## src/sv/clns_pkg.sv

```systemverilog
package clns_pkg;

	localparam logic [1:0] OP_CMD  = 2'd0;
	localparam logic [1:0] OP_DATA = 2'd1;
	localparam logic [1:0] OP_INIT = 2'd2;
	localparam logic [1:0] OP_NONE = 2'd3;

	localparam logic [1:0] PH_SETUP = 2'd0;
	localparam logic [1:0] PH_PULSE = 2'd1;
	localparam logic [1:0] PH_HOLD  = 2'd2;

	localparam int PC_W = 4;
	typedef logic [PC_W-1:0] pc_t;

	localparam pc_t PC_BYTE = 4'd0;
	localparam pc_t PC_INIT = 4'd2;

	localparam logic [5:0] RS_BIT = 6'h10;
	localparam logic [5:0] EN_BIT = 6'h20;

	typedef enum logic [1:0] {
		NIB_CONST,
		NIB_HIGH,
		NIB_LOW
	} nib_sel_t;

	typedef enum logic {
		AFT_CONST,
		AFT_BYTE
	} aft_sel_t;

	typedef struct packed {
		nib_sel_t   nib_sel;
		logic [3:0] nib;
		logic [4:0] pre;
		aft_sel_t   aft_sel;
		logic [2:0] after;
		logic       fin;
	} ctrl_word_t;

	function automatic ctrl_word_t cw(input nib_sel_t sel, input logic [3:0] nib,
			input logic [4:0] pre, input aft_sel_t asel, input logic [2:0] after,
			input logic fin);
		ctrl_word_t w;
		w.nib_sel = sel;
		w.nib     = nib;
		w.pre     = pre;
		w.aft_sel = asel;
		w.after   = after;
		w.fin     = fin;
		return w;
	endfunction

	// one entry per nibble, three pin words each
	function automatic ctrl_word_t rom_word(input pc_t pc);
		ctrl_word_t w;
		case (pc)
			4'd0:    w = cw(NIB_HIGH,  4'h0, 5'd0,  AFT_CONST, 3'd0, 1'b0);
			4'd1:    w = cw(NIB_LOW,   4'h0, 5'd0,  AFT_BYTE,  3'd0, 1'b1);
			4'd2:    w = cw(NIB_CONST, 4'h3, 5'd20, AFT_CONST, 3'd5, 1'b0);
			4'd3:    w = cw(NIB_CONST, 4'h3, 5'd0,  AFT_CONST, 3'd1, 1'b0);
			4'd4:    w = cw(NIB_CONST, 4'h3, 5'd0,  AFT_CONST, 3'd1, 1'b0);
			4'd5:    w = cw(NIB_CONST, 4'h2, 5'd0,  AFT_CONST, 3'd1, 1'b0);
			4'd6:    w = cw(NIB_CONST, 4'h2, 5'd0,  AFT_CONST, 3'd0, 1'b0);
			4'd7:    w = cw(NIB_CONST, 4'h8, 5'd0,  AFT_CONST, 3'd1, 1'b0);
			4'd8:    w = cw(NIB_CONST, 4'h0, 5'd0,  AFT_CONST, 3'd0, 1'b0);
			4'd9:    w = cw(NIB_CONST, 4'h6, 5'd0,  AFT_CONST, 3'd1, 1'b0);
			4'd10:   w = cw(NIB_CONST, 4'h0, 5'd0,  AFT_CONST, 3'd0, 1'b0);
			4'd11:   w = cw(NIB_CONST, 4'h1, 5'd0,  AFT_CONST, 3'd2, 1'b0);
			4'd12:   w = cw(NIB_CONST, 4'h0, 5'd0,  AFT_CONST, 3'd0, 1'b0);
			4'd13:   w = cw(NIB_CONST, 4'hC, 5'd0,  AFT_CONST, 3'd1, 1'b1);
			default: w = cw(NIB_CONST, 4'h0, 5'd0,  AFT_CONST, 3'd0, 1'b1);
		endcase
		return w;
	endfunction

endpackage

```

## src/sv/char_lcd_nibble_sequencer.sv

```systemverilog
// first pin word: an accepted item is held in busy_q and pc_q, then its first word is registered into pin_q
// throughput: one pin word per cycle from the microcode step counter while out_stall does not hold the output
// a byte request gives 6 pin words, the init sequence 36 pin words
// in_stall is high while a run is in progress; an unused operation code is dropped
// reset (arst_n low, asynchronous) returns to idle with no pending item
module char_lcd_nibble_sequencer (
	input  logic       clk,
	input  logic       arst_n,
	input  logic       in_valid,
	output logic       in_stall,
	input  logic [1:0] operation,
	input  logic [7:0] byte_value,
	output logic       out_valid,
	input  logic       out_stall,
	output logic [5:0] pin_word,
	output logic [4:0] wait_before_ms,
	output logic [2:0] wait_after_ms,
	output logic       last
);

	logic               busy_q;
	clns_pkg::pc_t      pc_q;
	logic [1:0]         phase_q;
	logic [7:0]         held_byte_q;
	logic [1:0]         held_op_q;
	logic               out_valid_q;
	logic [5:0]         pin_q;
	logic [4:0]         before_q;
	logic [2:0]         after_q;
	logic               last_q;

	clns_pkg::ctrl_word_t ctrl;
	logic               acc_in;
	logic               adv;
	logic [3:0]         nib;
	logic [5:0]         base;
	logic [2:0]         after_val;
	logic [5:0]         pin_d;
	logic [4:0]         before_d;
	logic [2:0]         after_d;
	logic               last_d;
	clns_pkg::pc_t      entry;

	assign in_stall = busy_q;
	assign acc_in   = in_valid && !busy_q;
	assign adv      = busy_q && (!out_valid_q || !out_stall);
	assign ctrl     = clns_pkg::rom_word(pc_q);

	always_comb begin
		case (operation)
			clns_pkg::OP_INIT: entry = clns_pkg::PC_INIT;
			default:           entry = clns_pkg::PC_BYTE;
		endcase
	end

	always_comb begin
		case (ctrl.nib_sel)
			clns_pkg::NIB_HIGH: nib = held_byte_q[7:4];
			clns_pkg::NIB_LOW:  nib = held_byte_q[3:0];
			default:            nib = ctrl.nib;
		endcase
		base = {2'b00, nib} | ((held_op_q == clns_pkg::OP_DATA) ? clns_pkg::RS_BIT : 6'h00);
		case (ctrl.aft_sel)
			clns_pkg::AFT_BYTE: after_val = ((held_op_q == clns_pkg::OP_DATA) ||
				(held_byte_q >= 8'd4)) ? 3'd1 : 3'd2;
			default:            after_val = ctrl.after;
		endcase
		pin_d    = base;
		before_d = 5'd0;
		after_d  = 3'd0;
		last_d   = 1'b0;
		case (phase_q)
			clns_pkg::PH_SETUP: before_d = ctrl.pre;
			clns_pkg::PH_PULSE: pin_d = base | clns_pkg::EN_BIT;
			default: begin
				after_d = after_val;
				last_d  = ctrl.fin;
			end
		endcase
	end

	always_ff @(posedge clk or negedge arst_n) begin
		if (!arst_n) begin
			busy_q      <= 1'b0;
			pc_q        <= '0;
			phase_q     <= clns_pkg::PH_SETUP;
			out_valid_q <= 1'b0;
		end else begin
			if (acc_in) begin
				busy_q  <= (operation != clns_pkg::OP_NONE);
				pc_q    <= entry;
				phase_q <= clns_pkg::PH_SETUP;
			end else if (adv) begin
				if (phase_q == clns_pkg::PH_HOLD) begin
					phase_q <= clns_pkg::PH_SETUP;
					if (ctrl.fin) begin
						busy_q <= 1'b0;
					end else begin
						pc_q <= pc_q + 1'b1;
					end
				end else begin
					phase_q <= phase_q + 2'd1;
				end
			end
			if (adv) begin
				out_valid_q <= 1'b1;
			end else if (!out_stall) begin
				out_valid_q <= 1'b0;
			end
		end
	end

	always_ff @(posedge clk) begin
		if (acc_in) begin
			held_byte_q <= byte_value;
			held_op_q   <= operation;
		end
		if (adv) begin
			pin_q    <= pin_d;
			before_q <= before_d;
			after_q  <= after_d;
			last_q   <= last_d;
		end
	end

	assign out_valid      = out_valid_q;
	assign pin_word       = pin_q;
	assign wait_before_ms = before_q;
	assign wait_after_ms  = after_q;
	assign last           = last_q;

endmodule

```

## config.mk

```make
export PLATFORM = sky130hd
export DESIGN_NAME = char_lcd_nibble_sequencer
export DESIGN_NICKNAME = d
export VERILOG_FILES = /design/src/sv/clns_pkg.sv /design/src/sv/char_lcd_nibble_sequencer.sv
export SDC_FILE = /design/constraint.sdc
export NUM_CORES = 1
export LEC_CHECK = 0
export BUFFER_PORTS_ARGS = -buffer_cell sky130_fd_sc_hd__buf_2
export CORE_MARGIN = 2
export CORE_UTILIZATION = 48
export DETAILED_ROUTE_END_ITERATION = 8
export PLACE_DENSITY_LB_ADDON = 0.3
export RECOVER_POWER = 50
export REMOVE_ABC_BUFFERS = 1
export SYNTH_ARGS = -nofsm -noshare
export SYNTH_HDL_FRONTEND = slang
export SYNTH_SLANG_ARGS = --single-unit
```

## constraint.sdc

```tcl
create_clock -name clk -period 2.15 [get_ports clk]
set_clock_uncertainty 0.15 [all_clocks]
set_input_delay 0.1075 -clock clk [delete_from_list [all_inputs] [get_ports clk]]
set_output_delay 0.1075 -clock clk [all_outputs]
set_load 0.02 [all_outputs]
```

---- Word level (Yosys, flattened, before mapping) ----
Memories as Yosys holds them, arrays and structs flattened.
Cells that the tools add are included.
word-level totals
  flip-flop bits (word level) ............. 33
  bits in read-only memories .............. 208
  input port bits ......................... 14
  output and inout bits ................... 17
  word-level logic and storage cells ...... 57
  memories kept ........................... 1
memory list
  name              depth  width  read ports  clocked after Yosys merged registers in  write ports  RTL line        text
  (name not given)  16     13     1           0                                        0            clns_pkg.sv:57  case (pc)
operators by class
  $add $sub $neg .......................... 2
  order comparisons ....................... 1
  equal/unequal tests ..................... 9
  muxes and demuxes ....................... 18
  bitwise logic cells ..................... 1
  reductions and logical operators ........ 14
operators by type and width
  operator                                                               number
  4-bit two-way mux                                                      4
  2-bit two-way mux                                                      5
  8-bit by 3-bit >= comparator with 1-bit output, second input constant  1
  4-bit case mux with 2 select lines                                     1
  2-bit by 1-bit equality test with 1-bit output, second input constant  3
  2-bit equality test, second input constant                             3
  1-bit two-way mux                                                      6
  3-bit AND reduction                                                    2
  2-bit nonzero test                                                     3
  5-bit two-way mux                                                      1
  4-bit by 5-bit OR with 5-bit output                                    1
  4-bit by 1-bit adder with 4-bit output, second input constant          1
  2-bit by 1-bit != test with 1-bit output, second input constant        2
  1-bit logical NOT                                                      3
  3-bit two-way mux                                                      1
  2-bit by 1-bit adder with 2-bit output, second input constant          1
  1-bit logical AND                                                      2
  2-bit logical NOT                                                      1
  1-bit logical OR                                                       2
  2-bit != test, second input constant                                   1
  2-bit OR reduction                                                     1

---- Logic depth before layout (Yosys ltp) ----
Gate-level depths: netlist (run 1).
  word-level depth ........................ 5
  depth in mapped cells ................... 7
  mapped depth without buffers ............ 7

---- Worst setup path after synthesis (run 1) ----
No wires, ideal clock.
  path type ............................... register -> register
  start ................................... register pc_q[1]
  end ..................................... register pin_q[3], in the netlist pin_word[3], data pin
  library setup time ...................... 0.270 ns
  arrival time ............................ 1.763 ns
  data required time ...................... 1.730 ns
  slack ................................... -0.034 ns
  cell stages (with the launch flop) ...... 8
  path buffers ............................ 1
  clock period less this slack ............ 2.184 ns
  cell sequence ........................... dfrtp_1 -> inv_1 -> ha_1 -> nor3b_2 -> ha_1 -> clkbuf_1 -> a221oi_1 -> a31oi_1
on the way
  word-level cells in the longest chain between the ends .. 4
  elaborated cells on any way between the ends .. 5
  those cells by class .................... eq/ne: 2; mux: 1; bitwise: 1; memory: 1
RTL lines
  element                                                                                RTL line                          text
  start: declaration                                                                     char_lcd_nibble_sequencer.sv:22   clns_pkg::pc_t pc_q;
  start signal: assignment                                                               char_lcd_nibble_sequencer.sv:91   pc_q <= entry;
  start signal: assignment                                                               char_lcd_nibble_sequencer.sv:99   pc_q <= pc_q + 1'b1;
  memory read 16 x 13 bit (*)                                                            --
  2-bit equality test or 2-bit by 1-bit equality test with 1-bit output (tied branches)  char_lcd_nibble_sequencer.sv:57   case (ctrl.nib_sel)
  4-bit case mux with 2 select lines (*)                                                 char_lcd_nibble_sequencer.sv:57
  4-bit by 5-bit OR with 5-bit output (*)                                                char_lcd_nibble_sequencer.sv:62   base = {2'b00, nib} | ((held_op_q == clns_pkg::OP_DATA) ? clns_pkg::RS_BIT : 6'h00);
  named net base[3]                                                                      char_lcd_nibble_sequencer.sv:36   logic [5:0] base;
  end signal: assignment                                                                 char_lcd_nibble_sequencer.sv:119  pin_q <= pin_d;
  end: declaration                                                                       char_lcd_nibble_sequencer.sv:27   logic [5:0] pin_q;
Mark *: on every way through the listed nets, which the timed path passes. The rest lies on a longest branch.
A chain may end at the register's enable or synchronous reset.

---- Worst setup path after layout (run 1) ----
  start ................................... register pc_q[0]
  end ..................................... register pc_q[2]
on the way
  word-level cells in the longest chain between the ends .. 5
  elaborated cells on any way between the ends .. 8
  those cells by class .................... add/sub: 1; eq/ne: 1; mux: 4; reduce/logical: 1; memory: 1
RTL lines
  element                                 RTL line                         text
  4-bit by 1-bit adder with 4-bit output  char_lcd_nibble_sequencer.sv:99
  4-bit two-way mux                       char_lcd_nibble_sequencer.sv:96  if (ctrl.fin) begin
  4-bit two-way mux                       char_lcd_nibble_sequencer.sv:94  if (phase_q == clns_pkg::PH_HOLD) begin
  4-bit two-way mux                       char_lcd_nibble_sequencer.sv:93  end else if (adv) begin
  4-bit two-way mux                       char_lcd_nibble_sequencer.sv:89  if (acc_in) begin
Parallel ways exist; a longest one is shown, timed or not. The select of a mux whose other input is x is not followed.

==> impl_metrics.csv, run 1 <==
group,metric,value,unit
clock_tree,numCtsBuffers,5,
timing,drv_slew,0,
yosys,ys_seq_area_frac,0.587,
yosys,synth_common_cells,"edfxtp_1 (21), nand2_1 (9), dfrtp_1 (8), ha_1 (8), inv_1 (7)",
detailed_routing,drcViolationCount,0,
clock_tree,cts_tree,"yes",
critical_path,critPathCaptureType,"register",
global_route,track_usage,0.156,
power,power.ir.vdd_worst,0.000671,V
global_route,grt_max_degree,14,
cells_and_area,final_util,0.632,
global_route,grt_pass1_vias,890,
power,p_leak,0.718,nW
floorplanning,start_util,0.509,
yosys,synth_cell_types,40,
hold_path,min_path_type,"in2reg",
critical_path,crit_start,"pc_q[0]",
timing,post-route-period-util,0.937,
cells_and_area,synthToLayoutAreaGrowth,24.1,%
clock_tree,clk_pin_slew_worst_paths,80,ps
yosys,avgSynthCellArea,12.5,sq um
global_route,antenna_found_initial,0,
timing,finalHoldViolCount,0,
timing,tns,0,ps
yosys,yosys.area.top_type,"edfxtp_1",
placed_design,gp_congestion,0.925,
global_route,grt_pass1_wl,3.82,mm
hold_path,hold_end,"held_byte_q[7]",
critical_path,critPathKind,"reg2reg",
yosys,synth_edf_count,21,
critical_path,required,2220,ps
yosys,netlist_instances,113,
job,maxCapViolCount,0,
detailed_routing,drt-wirelength-per-cell,12.7,um
critical_path,start_kind,"register",
placed_design,io_buffer_count,27,
yosys,yosysWarnings,0,
floorplanning,die_h,58.3,um
critical_path,crit_arrival,2080,ps
power,power.density,1200,mW/mm^2
floorplanning,die_area,0.00340,sq mm
cells_and_area,layout.nets,183,
detailed_routing,drtIter0Drc,16,
detailed_routing,firstDrtPassIters,4,
floorplanning,ioPinCount,31,
clock_tree,clock-sinks,29,
placed_design,dp_hpwl,1.74,mm
detailed_routing,vias_per_cell,5.13,
timing,setup_violations,0,
yosys,synth_area,0.00142,sq mm
yosys,synth-main-ff-cell,"edfxtp_1",
timing,rsz0062_at_grt,"no",
power,report.power.total,0.00212,W
cells_and_area,n_antenna_cell,0,
floorplanning,die_w,58.3,um
detailed_routing,ant_nets,0,
critical_path,r2r-start,"pc_q[0]",
clock_tree,cts_buffer_depth,2,
global_route,grt_overflow,0,
yosys,synth_area_leaders,"edfxtp_1 (45%), dfrtp_1 (14%), ha_1 (7.1%), buf_4 (2.7%), nand2_1 (2.4%)",
yosys,ys_ff_latch,29,
hold_path,min_path_cells,2,
hold_path,min_from,"byte_value[7]",
clock_tree,ctsHtreeMaxLevel,2,
yosys,synth.top_cell.area_share,0.445,
floorplanning,fp-row-count,19,
floorplanning,core_area,0.00278,sq mm
critical_path,cp_max_fo,6,
critical_path,r2r_cells,6,
clock_tree,root_buffer,"clkbuf_4",
detailed_routing,routed_wl,2.45,mm
critical_path,ff2ff_setup_slack,140,ps
cells_and_area,drive_above_1_share,0.160,
timing,min_period,2010,ps
timing,clock.fmax,497,MHz
yosys,yosys.cell_count.top_type,"edfxtp_1",
detailed_routing,vias,990,
yosys,async_flop_share,0.276,
clock_tree,post_cts_buffers,0,
critical_path,reg2reg_to,"pc_q[2]",
run_status,status,"finished, final reports clean",
clock_tree,clock_latency,330,ps
-- cells by family (layout without fill, tap and decap cells) --
group / after synthesis / after routing / share of synthesized area
and+or+nand+nor: 35 / 35 / 0.151
DFF: 29 / 29 / 0.587
AOI/OAI and AO/OA: 23 / 23 / 0.113
buffers and inverters: 14 / 61 / 0.0557
adders and majority gates: 8 / 8 / 0.0707
muxes: 2 / 2 / 0.0141
other: 1 / 3 / 0.00265
xor gates and xnor gates: 1 / 1 / 0.00618
-- flip-flops by register name, summed over array words and instances (netlist names) --
signal	cells
held_byte_q	8
held_op_q	2
in_stall	1
last	1
out_valid	1
pc_q	4
phase_q	2
pin_word	6
wait_after_ms	3
wait_before_ms	1
-- cells in the final DEF, fill, tap and decap left out, types with 2 or more instances in the layout --
| cell type | netlist | layout |
|---|---|---|
| a221oi_1 | 3 | 2 |
| clkbuf_1 | 1 | 17 |
| nor2b_1 | 2 | 2 |
| o21ai_0 | 5 | 5 |
| edfxtp_1 | 21 | 21 |
| dfrtp_1 | 8 | 8 |
| a21oi_1 | 5 | 5 |
| o211ai_1 | 2 | 2 |
| nor3_1 | 2 | 2 |
| nor2_1 | 4 | 4 |
| conb_1 | 1 | 3 |
| inv_1 | 7 | 7 |
| nand2b_1 | 2 | 2 |
| dlygate4sd3_1 | 0 | 14 |
| buf_4 | 5 | 5 |
| clkbuf_4 | 0 | 5 |
| nand2_1 | 9 | 9 |
| buf_2 | 0 | 10 |
| mux2i_1 | 2 | 2 |
| clkinv_1 | 0 | 2 |
| ha_1 | 8 | 8 |
| nand3b_1 | 2 | 2 |
| nand3_1 | 3 | 3 |
-- final cells by class --
cell class,instances,area (sq um)
Clock buffer,5,37.5
Timing Repair Buffer,46,292
Multi-Input combinational cell,72,520
Fill cell,227,1020
Clock inverter,3,12.5
Inverter,7,26.3
Sequential cell,29,831
Tap cell,31,38.8
-- through the flow --
| stage | cell area (sq um) | setup WS [ps] | std cells | hold slack (ps) |
|---|---|---|---|---|
| 3_5_place_dp | 1580 | 156 | 171 | -193 |
| 6_report | 1760 | 136 | 193 | 334 |
| 2_1_floorplan | 1370 | 52.2 | 108 | -338 |
| 5_1_grt | 1760 | 17.1 | 193 | 320 |
| 3_3_place_gp | 1580 | 171 | 171 | -196 |
| 4_1_cts | 1770 | 101 | 193 | 326 |
-- timing repair --
| action | CTS | global route |
|---|---|---|
| resized for setup | 0 | 2 |
| setup endpoints to repair | 0 | 2 |
| endpoints found under the hold margin | 22 | 0 |
| hold buffers | 14 | 0 |
-- worst max-delay path, cell delays in order (launching register included) --
cell	delay, ps
dfrtp_1	440
ha_1	240
nor3b_4	160
buf_4	160
nor4_4	410
nor2_1	70
a211oi_1	260
-- worst max-delay path by stage --
stage,to,slack (ps),cells after the start
6_report,pc_q[2],140,6
3_3_place_gp,pc_q[3],170,6
4_1_cts,pc_q[2],100,6
5_1_grt,pin_word[1],20,7
2_1_floorplan,pin_word[3],50,6
3_5_place_dp,pc_q[3],160,6
-- power breakdown --
part / internal [W] / total (W) / switching [W]
combinational: 0.000385 / 0.000915 / 0.000530
clock: 0.000118 / 0.000297 / 0.000179
sequential: 0.000790 / 0.000905 / 0.000115
total: 0.00129 / 0.00212 / 0.000824
-- metal layers --
metal / share of wire / GRT usage
met5: 0 / 0
met4: 0.017 / 0.0598
met3: 0.059 / 0.0681
met2: 0.49 / 0.257
met1: 0.44 / 0.178
Note: power is estimated with default switching activity, not from simulation.
==> inputs of run 2 (changes only) <==
Settings changed: CORE_ASPECT_RATIO set to 0.6, RECOVER_POWER 50 to unset.
==> impl_metrics.csv, run 2 (same netlist as run 1, synthesis figures left out) <==
group,metric,value,unit
critical_path,r2r-start,"pc_q[0]",
power,p_int,0.00143,W
critical_path,r2r_cells,5,
critical_path,ff2ff_setup_slack,150,ps
clock_tree,cts_buffer_depth,2,
power,report.power.total,0.00229,W
power,pwr-share-comb,0.419,
global_route,grt_pass1_wl,4.40,mm
critical_path,path_depth,5,
floorplanning,die_w,74.1,um
critical_path,crit_buf_inv,0,
power,clockPowerShare,0.183,
floorplanning,fp-row-count,15,
cells_and_area,n_antenna_cell,0,
detailed_routing,drt-wirelength-per-cell,13.9,um
power,p_sw_frac,0.377,
power,power_frac_seq,0.399,
clock_tree,numCtsBuffers,5,
floorplanning,start_util,0.500,
timing,min_period,2000,ps
global_route,grt_pass1_vias,931,
timing,finalHoldViolCount,0,
cells_and_area,design_area,0.00181,sq mm
critical_path,max_stage_delay,440,ps
placed_design,dp_hpwl,1.95,mm
clock_tree,root_buffer,"clkbuf_8",
clock_tree,clk_pin_slew_worst_paths,60,ps
global_route,antenna_found_initial,0,
cells_and_area,layout.nets,182,
timing,clock.fmax,501,MHz
floorplanning,die_area,0.00342,sq mm
detailed_routing,vias_per_cell,4.96,
detailed_routing,routed_wl,2.82,mm
power,p_leak,0.769,nW
detailed_routing,vias,1006,
critical_path,crit_family,"adder cells",
cells_and_area,drive_above_1_share,0.267,
clock_tree,ctsHtreeMaxLevel,2,
run_status,status,"finished, final reports clean",
global_route,grt_max_degree,14,
critical_path,reg2reg_to,"pin_word[2]",
global_route,track_usage,0.189,
critical_path,critPathCaptureType,"register",
clock_tree,clock_latency,280,ps
cells_and_area,final_common_cell,"buf_2",
critical_path,crit_top_cell,"ha_1",
critical_path,start_kind,"register",
placed_design,io_buffer_count,27,
detailed_routing,ant_nets,0,
job,maxCapViolCount,0,
detailed_routing,drtIter0Drc,68,
placed_design,gp_congestion,0.842,
floorplanning,ioPinCount,31,
timing,rsz0062_at_grt,"yes",
power,power.ir.vdd_worst,0.000554,V
power,p_sw,0.000864,W
critical_path,critical-path-slowest-cell,"dfrtp_1",
cells_and_area,final_cell_mix,"buf_2 (27), edfxtp_1 (21), dlygate4sd3_1 (12)",
critical_path,crit_arrival,1870,ps
floorplanning,die_h,46.1,um
cells_and_area,top_register,"held_byte_q",
timing,drv_slew,0,
critical_path,crit_chain,"ha_1 -> nor3b_4 -> ha_1 -> a221oi_1 -> a21oi_1",
detailed_routing,drcViolationCount,0,
power,power.density,1260,mW/mm^2
clock_tree,cts_tree,"yes",
critical_path,required,2030,ps
clock_tree,clock-sinks,29,
cells_and_area,largest_reg_flops,8,
detailed_routing,firstDrtPassIters,4,
critical_path,cp_max_fo,8,
cells_and_area,synthToLayoutAreaGrowth,27.8,%
timing,setup_violations,0,
critical_path,critPathKind,"reg2reg",
critical_path,cp-endpoint,"pin_word[2]",
global_route,grt_overflow,0,
cells_and_area,final_util,0.639,
floorplanning,core_area,0.00283,sq mm
critical_path,crit_start,"pc_q[0]",
placed_design,dpl_cell_area,0.00160,sq mm
hold_path,min_path_type,"in2reg",
timing,post-route-period-util,0.929,
==> run 2: changes by cell type in the layout (fill, tap and decap cells not counted), moves of 2 or more <==
| cell | delta |
|---|---|
| dlygate4sd3_1 | -2 |
| clkbuf_1 | -15 |
| clkbuf_4 | -5 |
| buf_2 | +17 |
| clkbuf_8 | +5 |
==> run 2: how the worst min path moves through the flow <==
stage | end | startpoint | cells past startpoint | slack (ps)
3_5_place_dp | phase_q[0] | arst_n | 1 | -190
2_1_floorplan | in_stall | arst_n | 0 | -340
6_report | in_stall | in_valid | 3 | 30
5_1_grt | in_stall | in_valid | 3 | 40
3_3_place_gp | phase_q[0] | arst_n | 1 | -200
4_1_cts | in_stall | in_valid | 3 | 20
==> run 2: worst register-to-register path, cell delays in order, from the launching register on <==
cell and delay [ps]:
dfrtp_1 440, ha_1 250, nor3b_4 160, ha_1 400, a221oi_1 280, a21oi_1 70
==> run 2: power groups by stage <==
stage	clock, W	combinational, W	sequential (W)
after global routing	0.000458	0.00107	0.000933
after detailed placement	0	0.000909	0.000914
after global placement	0	0.000884	0.000910
after CTS	0.000423	0.000931	0.000904
final	0.000419	0.000958	0.000913
after floorplan	0	0.000494	0.00103
==> run 2: area by class of cell <==
type / instances / area [sq um]
fillers: 247 / 1020
clock inverters: 1 / 3.75
repair buffers: 45 / 300
clock buffers: 7 / 76.3
multi-input cells: 72 / 520
well taps: 42 / 52.6
flip-flops and latches: 29 / 831
inverters: 7 / 26.3
==> run 2: per-stage QoR <==
step,setup TNS [ps],hold slack [ps],cells,setup slack (ps)
after global placement,0,-195,182,171
after CTS,0,16.4,202,103
after detailed placement,0,-186,182,114
final,0,27.8,203,153
after floorplan,0,-338,108,52.2
after global routing,-3.54,44.9,203,-3.54
==> run 2: timing repair <==
| action | 4_1_cts | 5_1_grt |
|---|---|---|
| hold buffers | 12 | 0 |
| setup buffers | 0 | 1 |
| gates resized for setup | 0 | 1 |
| setup endpoints to repair | 0 | 4 |
| endpoints found under the hold margin | 19 | 0 |
==> run 2: layer usage <==
layer  up-vias  share of wire  track usage
met2        35           0.44        0.277
li1        497              -            -
met1       467           0.48        0.247
met3         7          0.067       0.0700
met5         -              0            0
met4         0          0.017       0.0982
==> inputs of run 3 (changes only) <==
Settings changed: CELL_PAD_IN_SITES_DETAIL_PLACEMENT set to 1, CELL_PAD_IN_SITES_GLOBAL_PLACEMENT set to 2, CORE_UTILIZATION 48 to 31, CTS_CLUSTER_SIZE set to 8.
==> impl_metrics.csv, run 3 (same netlist as run 1, synthesis figures left out) <==
group,metric,value,unit
run_status,status,"finished, final reports clean",
placed_design,dp_hpwl,2.30,mm
timing,slew_headroom,0.663,
critical_path,crit_arrival,1970,ps
placed_design,io_buffer_count,27,
floorplanning,die_area,0.00514,sq mm
clock_tree,cts_tree,"yes",
cells_and_area,largest_reg_flops,8,
timing,finalHoldViolCount,0,
timing,rsz0062_at_grt,"yes",
clock_tree,post_cts_buffers,0,
floorplanning,ioPinCount,31,
clock_tree,clk_pin_slew_worst_paths,60,ps
cells_and_area,drive_above_1_share,0.267,
floorplanning,die_h,56.4,um
timing,setup_violations,0,
detailed_routing,vias_per_cell,4.58,
power,report.power.total,0.00231,W
cells_and_area,final_util,0.432,
cells_and_area,final_cell_mix,"buf_2 (27), edfxtp_1 (21), dlygate4sd3_1 (13)",
cells_and_area,n_antenna_cell,0,
timing,timing.final.ws_setup,45.9,ps
detailed_routing,firstDrtPassIters,4,
clock_tree,ctsHtreeMaxLevel,2,
global_route,grt_pass1_wl,5.01,mm
timing,post-route-period-util,0.979,
detailed_routing,drcViolationCount,0,
power,power.density,1260,mW/mm^2
critical_path,r2r_cells,6,
global_route,grt_max_degree,14,
floorplanning,die_w,91.3,um
critical_path,cp_max_fo,8,
detailed_routing,routed_wl,3.19,mm
cells_and_area,nFillCells,462,
power,p_leak,0.771,nW
global_route,grt_overflow,0,
cells_and_area,synthToLayoutAreaGrowth,29.7,%
clock_tree,clock-sinks,29,
critical_path,required,2020,ps
job,maxCapViolCount,0,
detailed_routing,drtIter0Drc,30,
clock_tree,numCtsBuffers,5,
timing,clock.fmax,475,MHz
timing,drv_slew,0,
floorplanning,start_util,0.333,
power,power.ir.vdd_worst,0.000374,V
critical_path,start_kind,"register",
timing,min_period,2100,ps
placed_design,dp_slack,66.1,ps
cells_and_area,top_register,"held_byte_q",
clock_tree,cts_buffer_depth,2,
detailed_routing,vias,1013,
clock_tree,clock_latency,280,ps
global_route,antenna_found_initial,0,
global_route,grt_pass1_vias,1031,
floorplanning,core_area,0.00426,sq mm
detailed_routing,ant_nets,0,
hold_path,min_path_type,"in2async",
timing,tightest_slew,505,ps
critical_path,critPathKind,"reg2reg",
critical_path,critPathCaptureType,"register",
placed_design,gp_congestion,0.761,
clock_tree,root_buffer,"clkbuf_8",
detailed_routing,drt-wirelength-per-cell,14.4,um
global_route,track_usage,0.131,
cells_and_area,layout.nets,182,
cells_and_area,final_common_cell,"buf_2",
floorplanning,fp-row-count,18,
[run 3: changes by cell type in the layout (fill, tap and decap cells not counted), sizes merged]
| cell | delta |
|---|---|
| clkinv | +2 |
| dlygate4sd3 | +1 |
| clkbuf | -2 |
| buf | -1 |
[run 3: cell type report]
cell class,count,area [sq um],area share
clock inverter,3,12.5,0.00681
timing repair buffer,45,303,0.165
clock buffer,5,68.8,0.0375
inverter,7,26.3,0.0143
sequential,29,831,0.452
tap,60,75.1,0.0409
multi-input combinational,72,520,0.283
[run 3: repair_timing]
| item | CTS | global route |
|---|---|---|
| hold endpoints to repair | 20 | 0 |
| hold buffers | 13 | 0 |
| resized for setup | 0 | 1 |
| setup endpoints to repair | 0 | 3 |
[run 3: critical path, stage by stage, from the launching register on]
cell and delay (ps):
dfrtp_1 380, inv_1 130, ha_1 200, nor3b_4 240
ha_1 360, a221oi_1 300, a21oi_1 90
[run 3: worst paths after layout]
| kind | slack, ps | endpoint | from |
|---|---|---|---|
| setup / recovery | 50 | pin_word[2] | pc_q[1] |
| hold / removal | 50 | pc_q[0] | arst_n |
| setup reg to reg | 50 | pin_word[2] | pc_q[1] |
| hold reg to reg | 390 | out_valid | in_stall |
| max in group asynchronous | 1630 | phase_q[1] | arst_n |
| min in group clk | 390 | held_byte_q[2] | byte_value[2] |
[run 3: stage by stage]
stage	cell area [sq um]	hold WS (ps)	std cells	setup TNS [ps]
5_1_grt	1840	86.5	221	-87.6
6_report	1840	48.7	221	0
3_5_place_dp	1620	-184	200	0
3_3_place_gp	1620	-187	200	0
2_1_floorplan	1370	-338	108	0
4_1_cts	1830	47.9	221	0
[run 3: per-layer routing]
metal	global-route usage	part of all wire	wire length [um]	vias up
met4	0.0649	0.014	46	0
met3	0.0362	0.037	117	5
met2	0.185	0.42	1350	23
met5	0	0	0	-
li1	-	-	-	500
met1	0.185	0.52	1670	485
[run 3: power breakdown]
| group | switching (W) | total, W | internal (W) |
|---|---|---|---|
| combinational | 0.000555 | 0.000964 | 0.000410 |
| clock | 0.000208 | 0.000426 | 0.000217 |
| sequential | 0.000127 | 0.000918 | 0.000792 |
